==> config.mk <==
export PLATFORM = sky130hd
export DESIGN_NAME = multi_policy_process_scheduler
export DESIGN_NICKNAME = d
export VERILOG_FILES = /design/src/rtl/mps_pkg.sv /design/src/rtl/mps_front.sv /design/src/rtl/mps_engine.sv /design/src/rtl/multi_policy_process_scheduler.sv
export VERILOG_INCLUDE_DIRS = /design/src /design/src/rtl
export SDC_FILE = /design/constraint.sdc
export NUM_CORES = 1
export LEC_CHECK = 0
export BUFFER_PORTS_ARGS = -buffer_cell sky130_fd_sc_hd__clkbuf_2
export CAP_MARGIN = 10
export CORE_UTILIZATION = 30
export DETAILED_ROUTE_END_ITERATION = 16
export SYNTH_ARGS = -nofsm -noshare
export SYNTH_HDL_FRONTEND = slang
export SYNTH_HIERARCHICAL = 1
export SYNTH_SLANG_ARGS = --single-unit
==> constraint.sdc <==
create_clock -name clk -period 5.54 [get_ports clk]
set_input_delay 1.108 -clock clk [delete_from_list [all_inputs] [get_ports clk]]
set_output_delay 1.108 -clock clk [all_outputs]
set_load 0.03 [all_outputs]
==> src/rtl/multi_policy_process_scheduler_macros.svh <==
// assertion macros for the process scheduler
// no dependencies
`ifndef MULTI_POLICY_PROCESS_SCHEDULER_MACROS_SVH
`define MULTI_POLICY_PROCESS_SCHEDULER_MACROS_SVH
`ifndef SYNTHESIS
`define MPS_ASSERT(label, clk, rst_n, prop) \
  label: assert property (@(posedge clk) disable iff (!rst_n) prop) else $error("mps check failed");
`define MPS_ASSERT_ALWAYS(label, clk, prop) \
  label: assert property (@(posedge clk) prop) else $error("mps check failed");
`else
`define MPS_ASSERT(label, clk, rst_n, prop)
`define MPS_ASSERT_ALWAYS(label, clk, prop)
`endif
`endif

==> src/rtl/mps_pkg.sv <==
// types and codes shared by the process scheduler modules
// no dependencies
`default_nettype none
package mps_pkg;
  localparam logic [2:0] REQ_TICK  = 3'd0;
  localparam logic [2:0] REQ_CREATE = 3'd1;
  localparam logic [2:0] REQ_BLOCK = 3'd2;
  localparam logic [2:0] REQ_WAKE  = 3'd3;
  localparam logic [2:0] REQ_TERM  = 3'd4;

  localparam logic [1:0] ST_OK      = 2'd0;
  localparam logic [1:0] ST_NO_RUN  = 2'd1;
  localparam logic [1:0] ST_NOT_FND = 2'd2;
  localparam logic [1:0] ST_FULL    = 2'd3;

  localparam logic [1:0] POL_FCFS = 2'd0;
  localparam logic [1:0] POL_NPRI = 2'd1;
  localparam logic [1:0] POL_PPRI = 2'd2;
  localparam logic [1:0] POL_RR   = 2'd3;

  localparam logic CFG_POLICY = 1'b0;
  localparam logic CFG_SLICE  = 1'b1;

  typedef struct packed {
    logic [2:0] req_type;
    logic [3:0] process_id;
    logic [2:0] priority_req;
  } in_item_t;

  typedef struct packed {
    logic [1:0]  status;
    logic [3:0]  assigned_id;
    logic        running_valid;
    logic [3:0]  running_id;
    logic [31:0] running_time;
  } out_item_t;
endpackage
`default_nettype wire

==> src/rtl/mps_front.sv <==
// front end: request queue between the port and the engine
// depends on mps_pkg
`default_nettype none
module mps_front (
  input  wire logic              clk,
  input  wire logic              rst_n,
  input  wire logic              in_valid,
  output logic                   in_ready,
  input  wire mps_pkg::in_item_t in_item,
  output logic                   req_valid,
  input  wire logic              req_ready,
  output mps_pkg::in_item_t      req_item
);
  mps_pkg::in_item_t q_r [2];
  logic [1:0] cnt_r, cnt_nxt;
  logic       rd_r, wr_r;
  logic       push, pop;

  assign in_ready  = (cnt_r != 2'd2);
  assign req_valid = (cnt_r != 2'd0);
  assign req_item  = q_r[rd_r];
  assign push = in_valid && in_ready;
  assign pop  = req_valid && req_ready;

  always_comb begin
    cnt_nxt = cnt_r;
    if (push && !pop) cnt_nxt = cnt_r + 2'd1;
    else if (pop && !push) cnt_nxt = cnt_r - 2'd1;
  end

  always_ff @(posedge clk) begin
    if (!rst_n) begin
      cnt_r <= 2'd0;
      rd_r  <= 1'b0;
      wr_r  <= 1'b0;
    end else begin
      cnt_r <= cnt_nxt;
      if (push) wr_r <= ~wr_r;
      if (pop) rd_r <= ~rd_r;
    end
  end

  always_ff @(posedge clk) begin
    if (push) q_r[wr_r] <= in_item;
  end
endmodule
`default_nettype wire

==> src/rtl/mps_engine.sv <==
// back end: process table, ready queue and policy sequencer
// depends on mps_pkg and the assertion macros
`default_nettype none
`include "multi_policy_process_scheduler_macros.svh"
module mps_engine #(
  parameter int MAX_PROCS = 16,
  parameter int TIME_BITS = 32
) (
  input  wire logic              clk,
  input  wire logic              rst_n,
  input  wire logic [1:0]        policy,
  input  wire logic [9:0]        slice_time,
  input  wire logic              req_valid,
  output logic                   req_ready,
  input  wire mps_pkg::in_item_t req_item,
  output logic                   res_valid,
  input  wire logic              res_ready,
  output mps_pkg::out_item_t     res_item
);
  localparam int SW = (MAX_PROCS > 1) ? $clog2(MAX_PROCS) : 1;
  localparam int CW = $clog2(MAX_PROCS + 1);
  localparam logic [TIME_BITS-1:0] TMAX = '1;

  localparam logic [2:0] S_IDLE  = 3'd0;
  localparam logic [2:0] S_SCAN  = 3'd1;
  localparam logic [2:0] S_SHIFT = 3'd2;
  localparam logic [2:0] S_TIME  = 3'd3;
  localparam logic [2:0] S_OUT   = 3'd4;

  logic [2:0] st_r;
  logic [MAX_PROCS-1:0] ev_r, eb_r;
  logic [2:0] prio_r [MAX_PROCS];
  logic [TIME_BITS-1:0] time_r [MAX_PROCS];
  logic [SW-1:0] ord_r [MAX_PROCS];
  logic [CW-1:0] cnt_r;
  logic          run_v_r;
  logic [SW-1:0] run_s_r;
  mps_pkg::in_item_t req_r;
  logic [CW-1:0] idx_r;     // scan index
  logic [CW-1:0] best_r;    // best / found position
  logic [CW-1:0] take_r;    // shift position
  logic          push_run_r; // after take, push old running slot
  logic [SW-1:0] old_run_r;
  logic [1:0]    status_r;
  logic [SW-1:0] asg_r;
  logic          out_v_r;
  mps_pkg::out_item_t out_r;

  // lowest free slot
  logic [SW-1:0] free_s;
  logic          free_any;
  always_comb begin
    free_s = '0;
    free_any = 1'b0;
    for (int i = MAX_PROCS - 1; i >= 0; i--) begin
      if (!ev_r[i]) begin
        free_s = SW'(i);
        free_any = 1'b1;
      end
    end
  end

  logic [SW-1:0] pid_s;
  logic          pid_in;
  assign pid_in = ({28'd0, req_item.process_id} < 32'(MAX_PROCS));
  assign pid_s  = SW'(req_item.process_id);

  logic [SW-1:0] scan_slot, best_slot;
  assign scan_slot = ord_r[idx_r[SW-1:0]];
  assign best_slot = ord_r[best_r[SW-1:0]];

  logic [TIME_BITS-1:0] cur_t, room;
  assign cur_t = time_r[run_s_r];
  assign room  = TMAX - cur_t;

  assign req_ready = (st_r == S_IDLE) && !out_v_r;
  assign res_valid = out_v_r;
  assign res_item  = out_r;

  function automatic logic pid_ok(input logic [3:0] p);
    pid_ok = ({28'd0, p} < 32'(MAX_PROCS));
  endfunction

  always_ff @(posedge clk) begin
    if (!rst_n) begin
      st_r <= S_IDLE;
      ev_r <= '0;
      eb_r <= '0;
      cnt_r <= '0;
      run_v_r <= 1'b0;
      run_s_r <= '0;
      out_v_r <= 1'b0;
    end else begin
      if (out_v_r && res_ready) out_v_r <= 1'b0;
      unique case (st_r)
        S_IDLE: begin
          if (req_valid && req_ready) begin
            req_r <= req_item;
            status_r <= mps_pkg::ST_OK;
            asg_r <= '0;
            idx_r <= CW'(1);
            best_r <= '0;
            push_run_r <= 1'b0;
            st_r <= S_OUT;
            case (req_item.req_type)
              mps_pkg::REQ_TICK: begin
                unique case (policy)
                  mps_pkg::POL_FCFS: begin
                    if (!run_v_r && cnt_r != '0) begin
                      take_r <= '0; old_run_r <= ord_r[0]; st_r <= S_SHIFT;
                    end else if (run_v_r) st_r <= S_TIME;
                  end
                  mps_pkg::POL_NPRI: begin
                    if (!run_v_r && cnt_r != '0) st_r <= S_SCAN;
                    else if (run_v_r) st_r <= S_TIME;
                  end
                  mps_pkg::POL_PPRI: begin
                    if (cnt_r != '0) st_r <= S_SCAN;
                    else if (run_v_r) st_r <= S_TIME;
                  end
                  default: begin
                    if (cnt_r != '0) begin
                      take_r <= '0;
                      push_run_r <= run_v_r;
                      old_run_r <= ord_r[0];
                      if (run_v_r) st_r <= S_TIME;
                      else st_r <= S_SHIFT;
                    end
                  end
                endcase
              end
              mps_pkg::REQ_CREATE: begin
                if (!free_any) status_r <= mps_pkg::ST_FULL;
                else begin
                  ev_r[free_s] <= 1'b1;
                  eb_r[free_s] <= 1'b0;
                  prio_r[free_s] <= req_item.priority_req;
                  time_r[free_s] <= '0;
                  ord_r[cnt_r[SW-1:0]] <= free_s;
                  cnt_r <= cnt_r + 1'b1;
                  asg_r <= free_s;
                end
              end
              mps_pkg::REQ_BLOCK: begin
                if (!run_v_r) status_r <= mps_pkg::ST_NO_RUN;
                else begin
                  eb_r[run_s_r] <= 1'b1;
                  run_v_r <= 1'b0;
                end
              end
              mps_pkg::REQ_WAKE: begin
                if (pid_in && ev_r[pid_s] && eb_r[pid_s]) begin
                  eb_r[pid_s] <= 1'b0;
                  ord_r[cnt_r[SW-1:0]] <= pid_s;
                  cnt_r <= cnt_r + 1'b1;
                end else status_r <= mps_pkg::ST_NOT_FND;
              end
              mps_pkg::REQ_TERM: begin
                if (run_v_r && pid_in && run_s_r == pid_s) begin
                  ev_r[pid_s] <= 1'b0;
                  run_v_r <= 1'b0;
                end else begin
                  idx_r <= '0;
                  st_r <= S_SCAN;
                end
              end
              default: ;
            endcase
          end
        end
        S_SCAN: begin
          if (req_r.req_type == mps_pkg::REQ_TERM) begin
            if (idx_r < cnt_r && {{(32-SW){1'b0}}, scan_slot} ==
                {28'd0, req_r.process_id}) begin
              ev_r[scan_slot] <= 1'b0;
              take_r <= idx_r;
              st_r <= S_SHIFT;
            end else if (idx_r + 1'b1 >= cnt_r || idx_r >= cnt_r) begin
              if (pid_ok(req_r.process_id) && ev_r[SW'(req_r.process_id)] &&
                  eb_r[SW'(req_r.process_id)]) begin
                ev_r[SW'(req_r.process_id)] <= 1'b0;
                eb_r[SW'(req_r.process_id)] <= 1'b0;
              end else status_r <= mps_pkg::ST_NOT_FND;
              st_r <= S_OUT;
            end else idx_r <= idx_r + 1'b1;
          end else begin
            if (idx_r < cnt_r) begin
              if (prio_r[scan_slot] < prio_r[best_slot]) best_r <= idx_r;
              idx_r <= idx_r + 1'b1;
            end else begin
              take_r <= best_r;
              old_run_r <= best_slot;
              if (policy == mps_pkg::POL_PPRI && run_v_r) begin
                if (prio_r[best_slot] < prio_r[run_s_r]) begin
                  push_run_r <= 1'b1;
                  st_r <= S_SHIFT;
                end else st_r <= S_TIME;
              end else st_r <= S_SHIFT;
            end
          end
        end
        S_SHIFT: begin
          // one queue entry moves down per cycle
          if (take_r + 1'b1 < cnt_r) begin
            ord_r[take_r[SW-1:0]] <= ord_r[SW'(take_r + 1'b1)];
            take_r <= take_r + 1'b1;
          end else begin
            if (req_r.req_type == mps_pkg::REQ_TERM) begin
              cnt_r <= cnt_r - 1'b1;
              st_r <= S_OUT;
            end else begin
              if (push_run_r) ord_r[take_r[SW-1:0]] <= run_s_r;
              else cnt_r <= cnt_r - 1'b1;
              run_s_r <= old_run_r;
              run_v_r <= 1'b1;
              if (policy == mps_pkg::POL_RR) st_r <= S_OUT;
              else st_r <= S_TIME;
            end
          end
        end
        S_TIME: begin
          if ({{(TIME_BITS>10?TIME_BITS-10:0){1'b0}}, slice_time} > room)
            time_r[run_s_r] <= TMAX;
          else
            time_r[run_s_r] <= cur_t + TIME_BITS'(slice_time);
          if (policy == mps_pkg::POL_RR) st_r <= S_SHIFT;
          else st_r <= S_OUT;
        end
        S_OUT: begin
          out_v_r <= 1'b1;
          out_r.status <= status_r;
          out_r.assigned_id <= 4'(asg_r);
          out_r.running_valid <= run_v_r;
          out_r.running_id <= run_v_r ? 4'(run_s_r) : 4'd0;
          out_r.running_time <= run_v_r ? 32'(cur_t) : 32'd0;
          st_r <= S_IDLE;
        end
        default: st_r <= S_IDLE;
      endcase
    end
  end

  `MPS_ASSERT(a_cnt_range, clk, rst_n, (cnt_r <= CW'(MAX_PROCS)))
  `MPS_ASSERT(a_run_valid_slot, clk, rst_n, (run_v_r |-> ev_r[run_s_r]))
  `MPS_ASSERT(a_out_after_state, clk, rst_n, ($rose(out_v_r) |-> $past(st_r) == S_OUT))
endmodule
`default_nettype wire

==> src/rtl/multi_policy_process_scheduler.sv <==
// top level of the multi-policy process scheduler
// depends on mps_pkg, mps_front and mps_engine
//
//  channel | dir | handshake          | payload
//  in_     | in  | in_valid/in_ready  | in_item  (req_type, process_id, priority_req)
//  out_    | out | out_valid/out_ready| out_item (status, ids, running_time)
//  cfg_    | in  | cfg_we             | cfg_index, cfg_wdata
//
// ticks under priority policies scan the ready queue (one entry a cycle) and
// compacting the queue moves one entry a cycle, so a transaction takes longer
// the more entries the ready queue holds
// reset is synchronous, active low; it empties the table and queue
// a two-entry request queue takes up to two transactions while the engine works
`default_nettype none
module multi_policy_process_scheduler #(
  parameter int MAX_PROCS = 16,
  parameter int TIME_BITS = 32
) (
  input  wire logic               clk,
  input  wire logic               rst_n,
  input  wire logic               in_valid,
  output logic                    in_ready,
  input  wire mps_pkg::in_item_t  in_item,
  output logic                    out_valid,
  input  wire logic               out_ready,
  output mps_pkg::out_item_t      out_item,
  input  wire logic               cfg_we,
  input  wire logic               cfg_index,
  input  wire logic [9:0]         cfg_wdata
);
  logic [1:0] policy_r;
  logic [9:0] slice_r;
  logic       req_valid, req_ready;
  mps_pkg::in_item_t req_item;

  // configuration registers
  always_ff @(posedge clk) begin
    if (!rst_n) begin
      policy_r <= mps_pkg::POL_FCFS;
      slice_r  <= 10'd50;
    end else if (cfg_we) begin
      case (cfg_index)
        mps_pkg::CFG_POLICY: policy_r <= cfg_wdata[1:0];
        default:             slice_r  <= cfg_wdata;
      endcase
    end
  end

  mps_front u_front (
    .clk(clk), .rst_n(rst_n),
    .in_valid(in_valid), .in_ready(in_ready), .in_item(in_item),
    .req_valid(req_valid), .req_ready(req_ready), .req_item(req_item)
  );

  mps_engine #(.MAX_PROCS(MAX_PROCS), .TIME_BITS(TIME_BITS)) u_engine (
    .clk(clk), .rst_n(rst_n),
    .policy(policy_r), .slice_time(slice_r),
    .req_valid(req_valid), .req_ready(req_ready), .req_item(req_item),
    .res_valid(out_valid), .res_ready(out_ready), .res_item(out_item)
  );
endmodule
`default_nettype wire

==> implementation parameters, run 1 <==
Parameter                              Value

Place
  Estimated wirelength of the detail-placed design    60,900 um
  Count of input and output buffers    70
  Placed instance count    3,909
  Worst setup slack after placement    0.271 ns
  GP Congestion    0.918

Critical path
  Data arrival, critical path    5.46 ns
  Critical path required time    5.84 ns
  FF-to-FF setup slack    0.38 ns
  Critical path's slowest cell    a21oi_1
  CP max FO    41
  Cells along the critical path    mux4_2 -> mux4_2 -> ha_1 -> a21o_1 -> a21oi_1 -> o21ai_0 -> o41ai_1 -> buf_4 -> o311a_1 -> nor3_1 -> buf_4 -> nand2_1 -> xor2_1 -> a21oi_1
  Crit start category    flip-flop
  Start-to-end type of the worst setup path    reg -> reg
  Number of cell instances on the worst register-to-register path    14
  Worst setup EP type    flip-flop
  Terminus of the critical flop-to-flop path    u_engine/time_r[14][23]
  Biggest cell delay along the critical path    0.77 ns

Route
  Routed wire length    95,100 um
  TritonRoute pass-1 iters    5
  DRT antenna net count    0
  Vias    approximately 22,000
  Routed WL per cell    approximately 23 um
  DRC violations left    0
  Via/cell ratio    roughly 5.3
  Starting DRC count in detailed routing    2,215

CTS
  Clock tree from TritonCTS    built
  Clock Root Buffer    clkbuf_16
  Hold-fix buffers at CTS    0
  Count of buffers added by post-CTS timing repair for setup    0
  Clock Path Buffers    3
  Num CTS Buffers    80
  CTS HTree Levels    3
  Clock sink count    ~800
  CTS clock-pin slew for the worst setup and hold paths    0.06 ns
  Later-pin clock latency in the skew report    0.65 ns

Yosys
  Syn Std Cell Area    36,300 sq um
  Post-Syn Nets    ~2,400
  Most instantiated flip-flop cell in the synthesis netlist    edfxtp_1
  Count of flip-flops with a built-in enable after synthesis    720
  Instance count of the mapped netlist    2,298
  Most repeated cell in the gate-level netlist after synthesis    edfxtp_1
  Mean post-synth cell area    15.8 sq um
  Cell type with the largest total area after synthesis    edfxtp_1
  Asr flop ratio synth    0
  Count of synthesis-stage warnings from yosys    6
  Number of distinct standard cells referenced by the synthesized netlist    84
  Cells taking the most area after synthesis    edfxtp_1 (60%), mux4_2 (15%), dfxtp_1 (4.1%)
  Top cells by instance count after synthesis    edfxtp_1 (720), mux4_2 (239), nor2_1 (146)
  Area share of the largest cell type after synthesis    0.595
  Synthesized flop and latch total    795
  Share of the yosys chip area belonging to registers    0.637

STA
  Max-slew headroom    0.216
  Max-slew violations    0
  Clock tree skew after final layout    between 0.03 and 0.04 ns
  Final critical delay including setup and external delays    5.16 ns
  Worst slack on hold paths    0.422 ns
  Transition at the pin with the smallest max-transition slack    1.16 ns
  Highest Clock Rate    0.194 GHz
  Post-route worst setup slack    0.378 ns
  Number of setup violations in the final report    0
  Final worst path period share    0.932
  Final Hold Violating Endpoints    0

Layout
  Fraction of final layout cells with drive strength greater than 1    0.236
  Non-filler instance count after layout    4,058
  Fill cell instance count of the final layout    11,400
  Antenna fix cells    0
  Util after Layout    0.346
  Net total in the final layout    about 2,400
  Synth-to-layout area growth    14.3%

Pwr
  Sw Pwr    roughly 4.5 mW
  Total power density per cell area    373 nW/um^2
  Combinational cell fraction of total power    0.200
  Leakage    14.3 nW
  Part of the power in the clock network    0.346
  IR drop worst, VDD    0.254 mV
  Switching share of power    0.289
  Sequential cell fraction of total power    0.453
  Total internal power    11.0 mW

Outcome
  Result of the run    completed

Floorplanning
  Initial Utilization    0.303
  DIE WIDTH    350 um
  Area of the placeable core    120,000 sq um
  Number of rows created at floorplan    127
  IO Count    71
  DIE AREA    between 100,000 and 150,000 sq um
  Die Ht    350 um

Hold path
  HP Start    u_engine/asg_r[1]
  Number of stages on the worst hold path    0
  Capture endpoint of the worst hold path    u_engine/res_item[38]
  Classification of the worst-slack hold path    reg -> reg

Global route
  Via count of the first global-routing pass    21,600
  Global routing usage summed across all routing layers    0.155
  Number of antenna violations at the first check in global routing    1
  Sum of overflow across all layers after global routing    0
  Wire length of the first global-routing pass    roughly 140,000 um
  Pin count of the biggest net entering global routing    between 50 and 60

Flow run
  Max-cap violation count    0
==> cell families (layout without fill, tap and decap cells) <==
group	Yosys count	in the layout	share of synthesized area
multiplexers	334	334	0.177
AND/OR/NAND/NOR	534	534	0.0711
adder cells (fa/ha/maj)	41	41	0.0145
buffers and inverters	191	339	0.0227
XOR/XNOR	51	51	0.0125
flip-flops	795	795	0.637
AO/OA/AOI/OAI	352	352	0.0649
==> flip-flops by register name, indices dropped and copies added, names as in the netlist, 2 cells and up, named ones only <==
signal              flops
u_engine/time_r       512
u_engine/ord_r         64
u_engine/prio_r        48
u_engine/res_item      43
u_front/q_r            20
u_engine/eb_r          16
u_engine/ev_r          16
slice_r                10
u_engine/req_r          7
u_engine/best_r         5
u_engine/cnt_r          5
u_engine/idx_r          5
u_engine/take_r         5
u_engine/asg_r          4
u_engine/old_run_r      4
u_engine/run_s_r        4
u_engine/st_r           3
policy_r                2
u_engine/status_r       2
u_front/cnt_r           2
==> what timing repair did <==
action	CTS	global route
gates resized for setup	0	2
endpoints found under the hold margin	0	0
setup endpoints to repair	0	32
==> cell usage in the layout, fill, tap and decap left out, types with 11 or more instances in the layout <==
master     instances
a21oi_1          101
and3_1            15
nand4_1           19
nand3_1           39
clkbuf_2          71
buf_4             56
clkinv_1          23
buf_12            13
xnor2_1           25
a31oi_1           24
xor2_1            25
nor3_1            43
nor2b_1           20
clkbuf_16         81
edfxtp_1         720
ha_1              39
o31ai_1           11
dfxtp_1           71
inv_1             49
a32oi_1           11
nand2b_1          15
mux4_2           239
nand2_1          143
nor2_1           130
mux2_2            21
o21ai_0           54
and2_1            54
nor2_4            16
clkbuf_1          15
mux2i_1           65
a211oi_1          13
==> critical path: cells and delay by family (launching register included) <==
family,cells,cell delay (ns)
xor+xnor,1,0.06
compound gates,6,2.16
flops,1,0.74
fa+ha+maj,1,0.33
mux,2,0.94
simple gates,2,0.18
buf+inv,2,0.39
==> through the flow <==
step | instance area (sq um) | power (mW) | TNS [ns]
after floorplan | 36300 | 9.35 | -7.16
after global placement | 38900 | 10.2 | 0
after detailed placement | 38900 | 10.2 | 0
after CTS | 41500 | 15.6 | 0
after global routing | 41500 | 16.1 | -0.0178
final | 41500 | 15.5 | 0
==> worst max path at each step <==
stage                                    to  depth (start not counted)
CTS                 u_engine/time_r[12][30]                         14
global placement     u_engine/time_r[3][30]                         14
detailed placement   u_engine/time_r[2][30]                         14
floorplan            u_engine/time_r[0][30]                         19
finish              u_engine/time_r[14][23]                         14
global route         u_engine/time_r[1][14]                          9
==> power groups by stage <==
stage / Combinational (mW) / Sequential (mW) / Clock, mW
CTS: 3.10 / 7.01 / 5.47
detailed placement: 3.07 / 7.14 / 0
floorplan: 2.38 / 6.97 / 0
global route: 3.37 / 7.04 / 5.68
global placement: 3.06 / 7.13 / 0
finish: 3.10 / 7.01 / 5.35
==> metal layers <==
| metal | share of wire | vias to the layer above | global-route usage |
|---|---|---|---|
| met2 | 0.48 | 904 | 0.251 |
| li1 | - | 9355 | - |
| met3 | 0.070 | 148 | 0.0246 |
| met1 | 0.43 | 11100 | 0.217 |
| met4 | 0.020 | 0 | 0.0405 |
| met5 | 0 | - | 0 |
==> layout make-up <==
type / instances / area, sq um / share of cell area
clock buffers: 97 / 2100 / 0.0505
flip-flops and latches: 795 / 23100 / 0.557
clock inverters: 51 / 488 / 0.0118
multi-input cells: 1312 / 12500 / 0.302
well taps: 1612 / 2020 / 0.0486
inverters: 51 / 191 / 0.00461
repair buffers: 140 / 1040 / 0.0250
(Power assumes the default switching activity.)
==> inputs of run 2 (changes only) <==
Settings changed: PLACE_DENSITY_LB_ADDON from default to 0.1.
==> implementation parameters, run 2 (synthesis results as in run 1) <==
Parameter                              Value

Outcome
  Result of the run    completed

Route
  Routed wire length    110,000 um
  DRT antenna net count    0
  DRC violations left    0
  Via/cell ratio    about 5.3
  Routed WL per cell    26.7 um
  Vias    21,700
  TritonRoute pass-1 iters    6
  Starting DRC count in detailed routing    1,910

STA
  Transition at the pin with the smallest max-transition slack    1.21 ns
  Clock tree skew after final layout    0.0380 ns
  Post-Route Setup TNS    0 ns
  Highest Clock Rate    0.198 GHz
  Final critical delay including setup and external delays    ~5 ns
  Final Hold Violating Endpoints    0
  Unrepaired setup endpoints after global routing    false
  Worst slack on hold paths    0.406 ns
  Final worst path period share    0.911
  Max-slew violations    0
  Number of setup violations in the final report    0
  Max-slew headroom    0.184

Critical path
  FF-to-FF setup slack    0.49 ns
  Critical path required time    5.94 ns
  Worst setup EP type    flip-flop
  Data arrival, critical path    5.45 ns
  CP max FO    20
  Terminus of the critical flop-to-flop path    u_engine/time_r[4][24]
  Crit start category    flip-flop
  Start-to-end type of the worst setup path    reg -> reg
  End of the critical path    u_engine/time_r[4][24]
  Number of cell instances on the worst register-to-register path    13

CTS
  Clock Root Buffer    clkbuf_16
  CTS clock-pin slew for the worst setup and hold paths    roughly 0.06 ns
  Later-pin clock latency in the skew report    0.70 ns
  Count of buffers added by post-CTS timing repair for setup    0
  Clock tree from TritonCTS    built
  Num CTS Buffers    92
  CTS HTree Levels    3
  Clock Path Buffers    3
  Clock sink count    795

Global route
  Sum of overflow across all layers after global routing    0
  Via count of the first global-routing pass    ~22,000
  Number of antenna violations at the first check in global routing    3
  Pin count of the biggest net entering global routing    55
  Wire length of the first global-routing pass    between 150,000 and 200,000 um
  Global routing usage summed across all routing layers    0.181

Pwr
  IR drop worst, VDD    0.236 mV
  Sequential cell fraction of total power    0.427
  Sw Pwr    4.83 mW
  Total power density per cell area    387 nW/um^2
  Leakage    14.7 nW
  Combinational cell fraction of total power    0.203
  Total internal power    11.5 mW
  Switching share of power    0.296
  Part of the power in the clock network    0.370

Layout
  Area used by sequential logic in the layout    23,100 sq um
  Synth-to-layout area growth    16.4%
  Max reg flops    512
  Non-filler instance count after layout    ~4,000
  Net total in the final layout    2,501
  Util after Layout    0.352
  Leading cell types in the layout, fill and taps excluded    edfxtp_1 (720), mux4_2 (239), nand2_1 (143)
  Area of the multi-input gates    around 13,000 sq um
  Most common library cell in the layout ignoring fill and taps    edfxtp_1
  Fill cell instance count of the final layout    11,500
  Most flop-heavy register    u_engine/time_r
  Fraction of final layout cells with drive strength greater than 1    0.253

Floorplanning
  DIE WIDTH    350 um
  Area of the placeable core    120,000 sq um
  Die Ht    between 300 and 400 um
  DIE AREA    122,000 sq um
  Initial Utilization    0.303
  IO Count    between 70 and 80
  Number of rows created at floorplan    approximately 130

Place
  Count of input and output buffers    70
  GP Congestion    roughly 0.84
  Placed instance count    roughly 4,000
  Estimated wirelength of the detail-placed design    70,100 um

Hold path
  Classification of the worst-slack hold path    reg -> reg

Flow run
  Max-cap violation count    0
run 2: power groups by stage:
| stage | Clock, mW | Sequential [mW] | Combinational [mW] |
|---|---|---|---|
| after detailed placement | 0 | 7.10 | 3.34 |
| after global placement | 0 | 7.09 | 3.33 |
| after floorplan | 0 | 6.97 | 2.38 |
| final | 6.05 | 6.97 | 3.32 |
| after CTS | 6.23 | 6.97 | 3.35 |
| after global routing | 6.45 | 7.00 | 3.62 |
run 2: metrics by stage:
stage	setup WS, ns	instance area (sq um)	total power [mW]
6_report	0.491	42300	16.3
5_1_grt	0.299	42300	17.1
4_1_cts	0.122	42200	16.6
3_5_place_dp	0.113	39200	10.4
3_3_place_gp	0.190	39200	10.4
2_1_floorplan	-0.0424	36300	9.35
run 2: cell type report:
cell class	instances	area share
Clock buffer	117	0.0586
Timing Repair Buffer	182	0.0317
Multi-Input combinational cell	1312	0.297
Sequential cell	795	0.547
Tap cell	1612	0.0477
Inverter	51	0.00453
Antenna cell	1	0.0000592
Clock inverter	52	0.0130
run 2: worst min-delay path by stage:
stage	from	to	slack, ns	depth (start not counted)
2_1_floorplan	u_engine/asg_r[0]	u_engine/res_item[37]	0.40	0
5_1_grt	u_engine/asg_r[2]	u_engine/res_item[39]	0.42	0
6_report	u_engine/asg_r[2]	u_engine/res_item[39]	0.41	0
3_5_place_dp	u_engine/asg_r[3]	u_engine/res_item[40]	0.40	0
3_3_place_gp	u_engine/status_r[1]	u_engine/res_item[42]	0.41	0
4_1_cts	u_engine/asg_r[2]	u_engine/res_item[39]	0.41	0
run 2: critical path, stage by stage, from the launching register on:
cell and delay (ns):
dfxtp_4 0.64, buf_12 0.22, mux4_2 0.50, mux4_2 0.50
ha_1 0.36, nor2b_1 0.15, o21ai_0 0.25, a21oi_1 0.14
o21a_1 0.19, o21ai_0 0.54, a211oi_2 0.31, and3_1 0.28
xnor2_1 0.14, a21oi_2 0.53
run 2: layer usage:
metal	up-vias	routed length, um	GRT usage
met4	0	2340	0.0472
met3	149	4800	0.0272
met5	-	0	0
met1	11400	48200	0.240
li1	9459	-	-
met2	637	54800	0.307
run 2: what timing repair did:
item,in CTS,in global routing
hold buffers,0,0
gates resized for setup,0,1
endpoints found under the setup margin,0,16
